**config.mk**
```make
export PLATFORM = sky130hd
export DESIGN_NAME = hav_isqrt
export DESIGN_NICKNAME = d
export VERILOG_FILES = /design/src/hav_pkg.sv /design/src/hav_isqrt.sv
export SDC_FILE = /design/constraint.sdc
export NUM_CORES = 2
export LEC_CHECK = 0
export BUFFER_PORTS_ARGS = -buffer_cell sky130_fd_sc_hd__clkbuf_2
export CAP_MARGIN = 0
export CORE_MARGIN = 10
export CORE_UTILIZATION = 40
export CTS_BUF_LIST = sky130_fd_sc_hd__clkbuf_8
export DETAILED_ROUTE_END_ITERATION = 6
export SETUP_SLACK_MARGIN = 0.5
export SYNTH_ARGS = -nofsm -noshare
export SYNTH_HDL_FRONTEND = slang
export SYNTH_SLANG_ARGS = --single-unit
```
**constraint.sdc**
```tcl
create_clock -name clk -period 9.5 [get_ports clk]
set_input_delay 0.95 -clock clk [delete_from_list [all_inputs] [get_ports clk]]
set_output_delay 0.95 -clock clk [all_outputs]
set_load 0.01 [all_outputs]
```
**src/hav_pkg.sv**
```systemverilog
// Shared constants, CORDIC tables and fixed-point formats for the haversine distance pipeline.
package hav_pkg;

  localparam int ANGLE_FRAC_BITS = 30;
  localparam int CORDIC_ITERS    = ANGLE_FRAC_BITS + 2;
  localparam int CW              = 34;

  localparam logic signed [CW-1:0] ONE_Q = CW'(64'd1 << ANGLE_FRAC_BITS);

  // Angle reduction in degrees * 2^17
  localparam int ANG_W = 28;
  localparam logic signed [ANG_W-1:0] HALF_TURN    = ANG_W'(180 * (1 << 17));
  localparam logic signed [ANG_W-1:0] FULL_TURN    = ANG_W'(2 * 180 * (1 << 17));
  localparam logic signed [ANG_W-1:0] QUARTER_TURN = ANG_W'(90 * (1 << 17));
  localparam int MAG_W = 24;

  // floor(pi * 2^60 / 180), split into two partial products
  localparam logic [54:0] DEG2RAD  = 55'd20122276272436452;
  localparam int DR_SPLIT          = 27;
  localparam logic [27:0] DR_HI    = DEG2RAD[54:27];
  localparam logic [26:0] DR_LO    = DEG2RAD[26:0];
  localparam int DR_SHIFT          = 77 - ANGLE_FRAC_BITS;
  localparam int PH_W              = MAG_W + 28;
  localparam int PL_W              = MAG_W + 27;

  // Square root
  localparam int SQ_IN_W  = 61;
  localparam int SQ_RW    = 62;
  localparam int SQ_OUT_W = 31;
  localparam int SQ_STEPS = 31;
  localparam int SQ_SHIFT = (59 - ANGLE_FRAC_BITS) & ~1;

  localparam int OUT_W     = 18;
  localparam int PROD_W    = 47;
  localparam int IN_TDATA_W  = 104;
  localparam int OUT_TDATA_W = 24;

  localparam int PIPE_LAT = 3 + CORDIC_ITERS + 3 + SQ_STEPS + CORDIC_ITERS + 2;

  // atan(2^-i) in Q30, rounded to nearest
  function automatic logic signed [CW-1:0] atan_q(input int i);
    logic signed [CW-1:0] t;
    unique case (i)
      0: t = CW'(843314857);
      1: t = CW'(497837829);
      2: t = CW'(263043837);
      3: t = CW'(133525159);
      4: t = CW'(67021687);
      5: t = CW'(33543516);
      6: t = CW'(16775851);
      7: t = CW'(8388437);
      8: t = CW'(4194283);
      9: t = CW'(2097149);
      default: t = (i >= ANGLE_FRAC_BITS) ? CW'(1) : CW'(64'd1 << (ANGLE_FRAC_BITS - i));
    endcase
    return t;
  endfunction

  // CORDIC gain squared, built the same way as the datapath expects it
  function automatic logic [63:0] gain_sq();
    logic [63:0] g;
    g = 64'd1 << ANGLE_FRAC_BITS;
    for (int i = 0; i < CORDIC_ITERS; i++) begin
      g = g + (g >> (2 * i));
    end
    return g;
  endfunction

  function automatic logic [63:0] gain_quad();
    logic [127:0] p;
    p = 128'(gain_sq()) * 128'(gain_sq());
    return 64'(p >> ANGLE_FRAC_BITS);
  endfunction

  localparam logic [31:0] CORDIC_G  = 32'(gain_sq());
  localparam logic [32:0] CORDIC_G2 = 33'(gain_quad());

endpackage

```
**src/hav_isqrt.sv**
```systemverilog
// Pipelined integer square root (floor), one result bit per register stage.
module hav_isqrt (
  input  logic                           clk,
  input  logic                           en,
  input  logic [hav_pkg::SQ_IN_W-1:0]    v_in,
  output logic [hav_pkg::SQ_OUT_W-1:0]   root
);

  localparam int N  = hav_pkg::SQ_STEPS;
  localparam int RW = hav_pkg::SQ_RW;

  logic [RW-1:0] rem [N-1];
  logic [RW-1:0] rr  [N];

  for (genvar j = 0; j < N; j++) begin : g_st
    localparam logic [RW-1:0] BIT = RW'(1) << (2 * (N - 1 - j));
    logic [RW-1:0] remc, rc, remn, rn, trial;

    if (j == 0) begin : g_src
      assign remc = RW'(v_in);
      assign rc   = '0;
    end else begin : g_chain
      assign remc = rem[j-1];
      assign rc   = rr[j-1];
    end

    always_comb begin
      trial = rc + BIT;
      if (remc >= trial) begin
        remn = remc - trial;
        rn   = (rc >> 1) + BIT;
      end else begin
        remn = remc;
        rn   = rc >> 1;
      end
    end

    always_ff @(posedge clk) begin
      if (en) begin
        rr[j] <= rn;
      end
    end

    if (j < N - 1) begin : g_rem
      always_ff @(posedge clk) begin
        if (en) begin
          rem[j] <= remn;
        end
      end
    end
  end

  assign root = rr[N-1][hav_pkg::SQ_OUT_W-1:0];

endmodule

```
### Word-level counts from Yosys, hierarchy flattened

Memory sizes are Yosys's and may differ from the RTL's.
Cells that the tools add are included.

* register bits: 0
* input bits: 63
* latch bits: 0
* memories kept: 2
* logic and storage cells: 186
* bits in writable memories: 3782
* output and inout port bits: 31
* bits in read-only memories: 0

* divide/modulo/power cells: 0
* reduce and logical (&&, ||, !) cells: 0
* multiplexer cells: 63
* add/sub/neg operators: 90
* equality and inequality tests: 0
* magnitude comparators: 31
* $mul: 0
* shift operators: 0
* bitwise gates (word level): 0

Memories
* rr: depth 31, bits a word 62, read ports 31, clocked after Yosys merged registers in 0, wr ports 31, line hav_isqrt.sv:13 `logic [RW-1:0] rr [N];`
* rem: depth 30, bits a word 62, read ports 30, clocked after Yosys merged registers in 0, wr ports 30, line hav_isqrt.sv:12 `logic [RW-1:0] rem [N-1];`

Operator list (number)
* $mux 62: 60
* $ge 62x62->1: 30
* $sub 62x62->62: 29
* $add 61x1->62 const B: 1
* $add 61x11->62 const B: 1
* $add 61x13->62 const B: 1
* $add 61x15->62 const B: 1
* $add 61x17->62 const B: 1
* $add 61x19->62 const B: 1
* $add 61x21->62 const B: 1
* $add 61x23->62 const B: 1
* $add 61x25->62 const B: 1
* $add 61x27->62 const B: 1
* $add 61x29->62 const B: 1
* $add 61x3->62 const B: 1
* $add 61x31->62 const B: 1
* $add 61x33->62 const B: 1
* $add 61x35->62 const B: 1
* $add 61x37->62 const B: 1
* $add 61x39->62 const B: 1
* $add 61x41->62 const B: 1
* $add 61x43->62 const B: 1
* $add 61x45->62 const B: 1
* $add 61x47->62 const B: 1
* other kinds (43): 44

### Logic depth before layout (Yosys ltp)

An unclocked memory read counts as a cell.

* depth after elaboration: 4
* gate-level depth with buffers: 15
* depth with buffers taken out: 12

### Least setup slack after synthesis

OpenSTA, ideal clock, no wires.

* kind: reg2reg
* start: memory rem[1][587] (netlist bit)
* end: memory rem[1][672] (netlist bit), data pin
* arrival: 3140 ps
* stages on the path, launching flop included: 14
* period minus slack after synthesis: 3398 ps
* setup slack: 6102 ps
* buffers on the path: 3
* library setup time: 258 ps
* data required time: 9242 ps
* cells stage by stage: edfxtp_1 -> ha_1 -> clkbuf_1 -> nand2_1 -> or3_1 -> or4_1 -> nand4_1 -> a21oi_1 -> or2_2 -> buf_2 -> nor2_1 -> clkbuf_1 -> nand4_1 -> xnor2_1

RTL lines (line)
* start, declared: hav_isqrt.sv:12

==> results.cfg <==
[yosys]
syn_area_mm2 = 0.113
ys_ff_latch = 2356
ys_seq_area_frac = 0.625
synth_top_cell_area_share = 0.625
synth-edff-count = 2356
synth_area_leader_cell = edfxtp_1
yosys_warnings = 0
synthCells = 9052
synth_commonest_cells = edfxtp_1, inv_1, nand2_1
synthArstFlopShare = 0
synth_ff_type = edfxtp_1
synth.most_common_cell = edfxtp_1
syn_area_per_cell_um2 = 12.5
synth_cell_type_count = 93
synth.top_cells.by_area = edfxtp_1, ha_1, xor2_1

[finish]
nets = 9982
fillCellCount = 25800
syn_to_final_growth_pct = 11.0
final_area_mm2 = 0.126
final_util = 0.446
drive_gt1_frac = 0.0799

[routing]
antenna_left = 0
wirelength_mm = 303
via_per_inst = 5.42
vias = 73000
drtPass1Iterations = 6
drtIter0Drc = 6013
drc = 0
wire_per_inst_um = 22.5

[clocking]
cts_buffers = 391
cts_resized = 0
clkLatencyLatePin_ns = 1.00
htreeDepth = 5
cts_tree = built
clk_pin_slew_ns = 0.06
postCtsSetupBuffers = 0
cts_buffer_depth = 4
cts.sinks = 2356
cts-root-buf = clkbuf_8
hold_buffers = 8

[floorplanning]
num_io_pins = 94
die_w_um = 552
coreArea_mm2 = 0.282
die-area_mm2 = 0.305
die_y_um = 552
start_util = 0.402
rows = 195

[hold_path]
min_path_type = in -> reg

[outcome]
outcome = finished, final reports clean

[global_route]
grt-busiest-layer = met2
grt_overflow_total = 0
grt.met3_usage = 0.0261
grt_pass1_wl_mm = 453
grt_pass1_vias = 73600
grt_use_met1 = 0.202
antenna_found_initial = 4
grtUsageTotal = 0.190
grt_max_degree = 219
use_met2 = 0.360

[sta]
setup_viol = 0
slew_violations = 0
hold_violations = 0
post-route-period-util = 0.469
timing.slew.headroom = 0.141
fin_crit_ns = 4.45
finalSetupTns_ns = 0
rsz0062_at_grt = false
worst_pin_slew_ns = 1.28
fmax_mhz = 225
fin_skew_ns = 0.0862

[placement]
dpl-instance-area_mm2 = 0.118
dp_hpwl_mm = 231
gp_congestion = 0.942
port_buffers = 93

[setup_path]
critPathKind = reg -> reg
arrival_ns = 5.15
cp_max_fo = 60
cp.required_ns = 10.20
critPathCaptureType = flop
cp-start-kind = flop

[power_and_ir_drop]
vdd_drop_max_mv = 0.197
leakage_nw = 47.0
powerDensity_mw_per_mm2 = 232

[run]
max_cap_viol_count = 0
cells by family (layout without fill, tap and decap cells):
logic type	after synthesis	in the layout	synth area share
simple gates	2735	2735	0.125
flops	2356	2356	0.625
compound gates	1712	1712	0.0940
buf+inv	833	1484	0.0279
xor+xnor	814	814	0.0630
fa+ha+maj	523	523	0.0578
mux	78	78	0.00758
other cells	1	8	0.0000331
stage by stage:
stage	total power [mW]	hold slack, ns	setup slack, ns	instances
floorplan	18.4	0.417	6.10	9053
global placement	20.6	0.427	5.07	12700
detailed placement	20.7	0.429	5.02	12700
CTS	29.3	0.000111	5.01	13400
global route	30.6	0.0255	4.79	13400
finish	29.1	0.115	5.05	13500
placed cells by master (no fill, tap or decap), types with 315 or more instances in the layout:
cell,synthesis,routed
nor4_1,320,315
nand2_1,623,623
xor2_1,417,417
edfxtp_1,2356,2356
inv_1,627,753
a21oi_1,501,500
nor2_1,561,560
ha_1,523,523
clkbuf_8,0,398
xnor2_1,397,397
o21ai_0,427,427
cell type report:
class	count	area (um^2)	area share
clock buffer	398	5480	0.0436
clock inverter	303	1840	0.0146
tap	3743	4680	0.0373
inverter	633	2380	0.0189
sequential	2356	70700	0.563
antenna	6	15.0	0.000119
multi-input combinational	5864	39500	0.314
timing repair buffer	150	1050	0.00838
registers in the layout (all words and copies together), names as in the netlist:
name	cells
rem	1860
rr	496
routing by layer:
layer / wire [um] / share of wire / vias to the layer above
met2: 161000 / 0.53 / 2040
met3: 12100 / 0.040 / 681
li1: - / - / 34700
met1: 110000 / 0.36 / 35500
met4: 19700 / 0.065 / 2
met5: 10 / 0.000033 / -
final timing paths:
path	start	endpoint	slack, ns	cells after the start
worst min register to register	rr[1][450]$_DFFE_PP_	rr[1][511]$_DFFE_PP_	0.39	0
worst max register to register	rr[1][748]$_DFFE_PP_	rem[1][866]$_DFFE_PP_	5.05	12
worst max-delay path	rr[1][748]$_DFFE_PP_	rem[1][866]$_DFFE_PP_	5.05	12
worst min-delay path	v_in[13]	rem[0][13]$_DFFE_PP_	0.11	1
critical path, cell delays in order (launching register included):
cell and delay [ns]:
edfxtp_1 0.52, inv_1 0.10, ha_1 0.36, nand4_1 0.14
or4_1 0.52, nor3_1 0.50, nand4_1 0.18, and4_1 0.30
nand3_2 0.07, buf_4 0.52, or4b_1 0.57, nor4_1 0.28
xor2_1 0.10
power breakdown:
| part | switching [mW] | internal [mW] | total [mW] |
|---|---|---|---|
| Sequential | 1.18 | 13.2 | 14.4 |
| Clock | 4.09 | 4.44 | 8.53 |
| Combinational | 3.77 | 2.45 | 6.22 |
| Total | 9.04 | 20.1 | 29.1 |
Note: power is estimated with default switching activity, not from simulation.
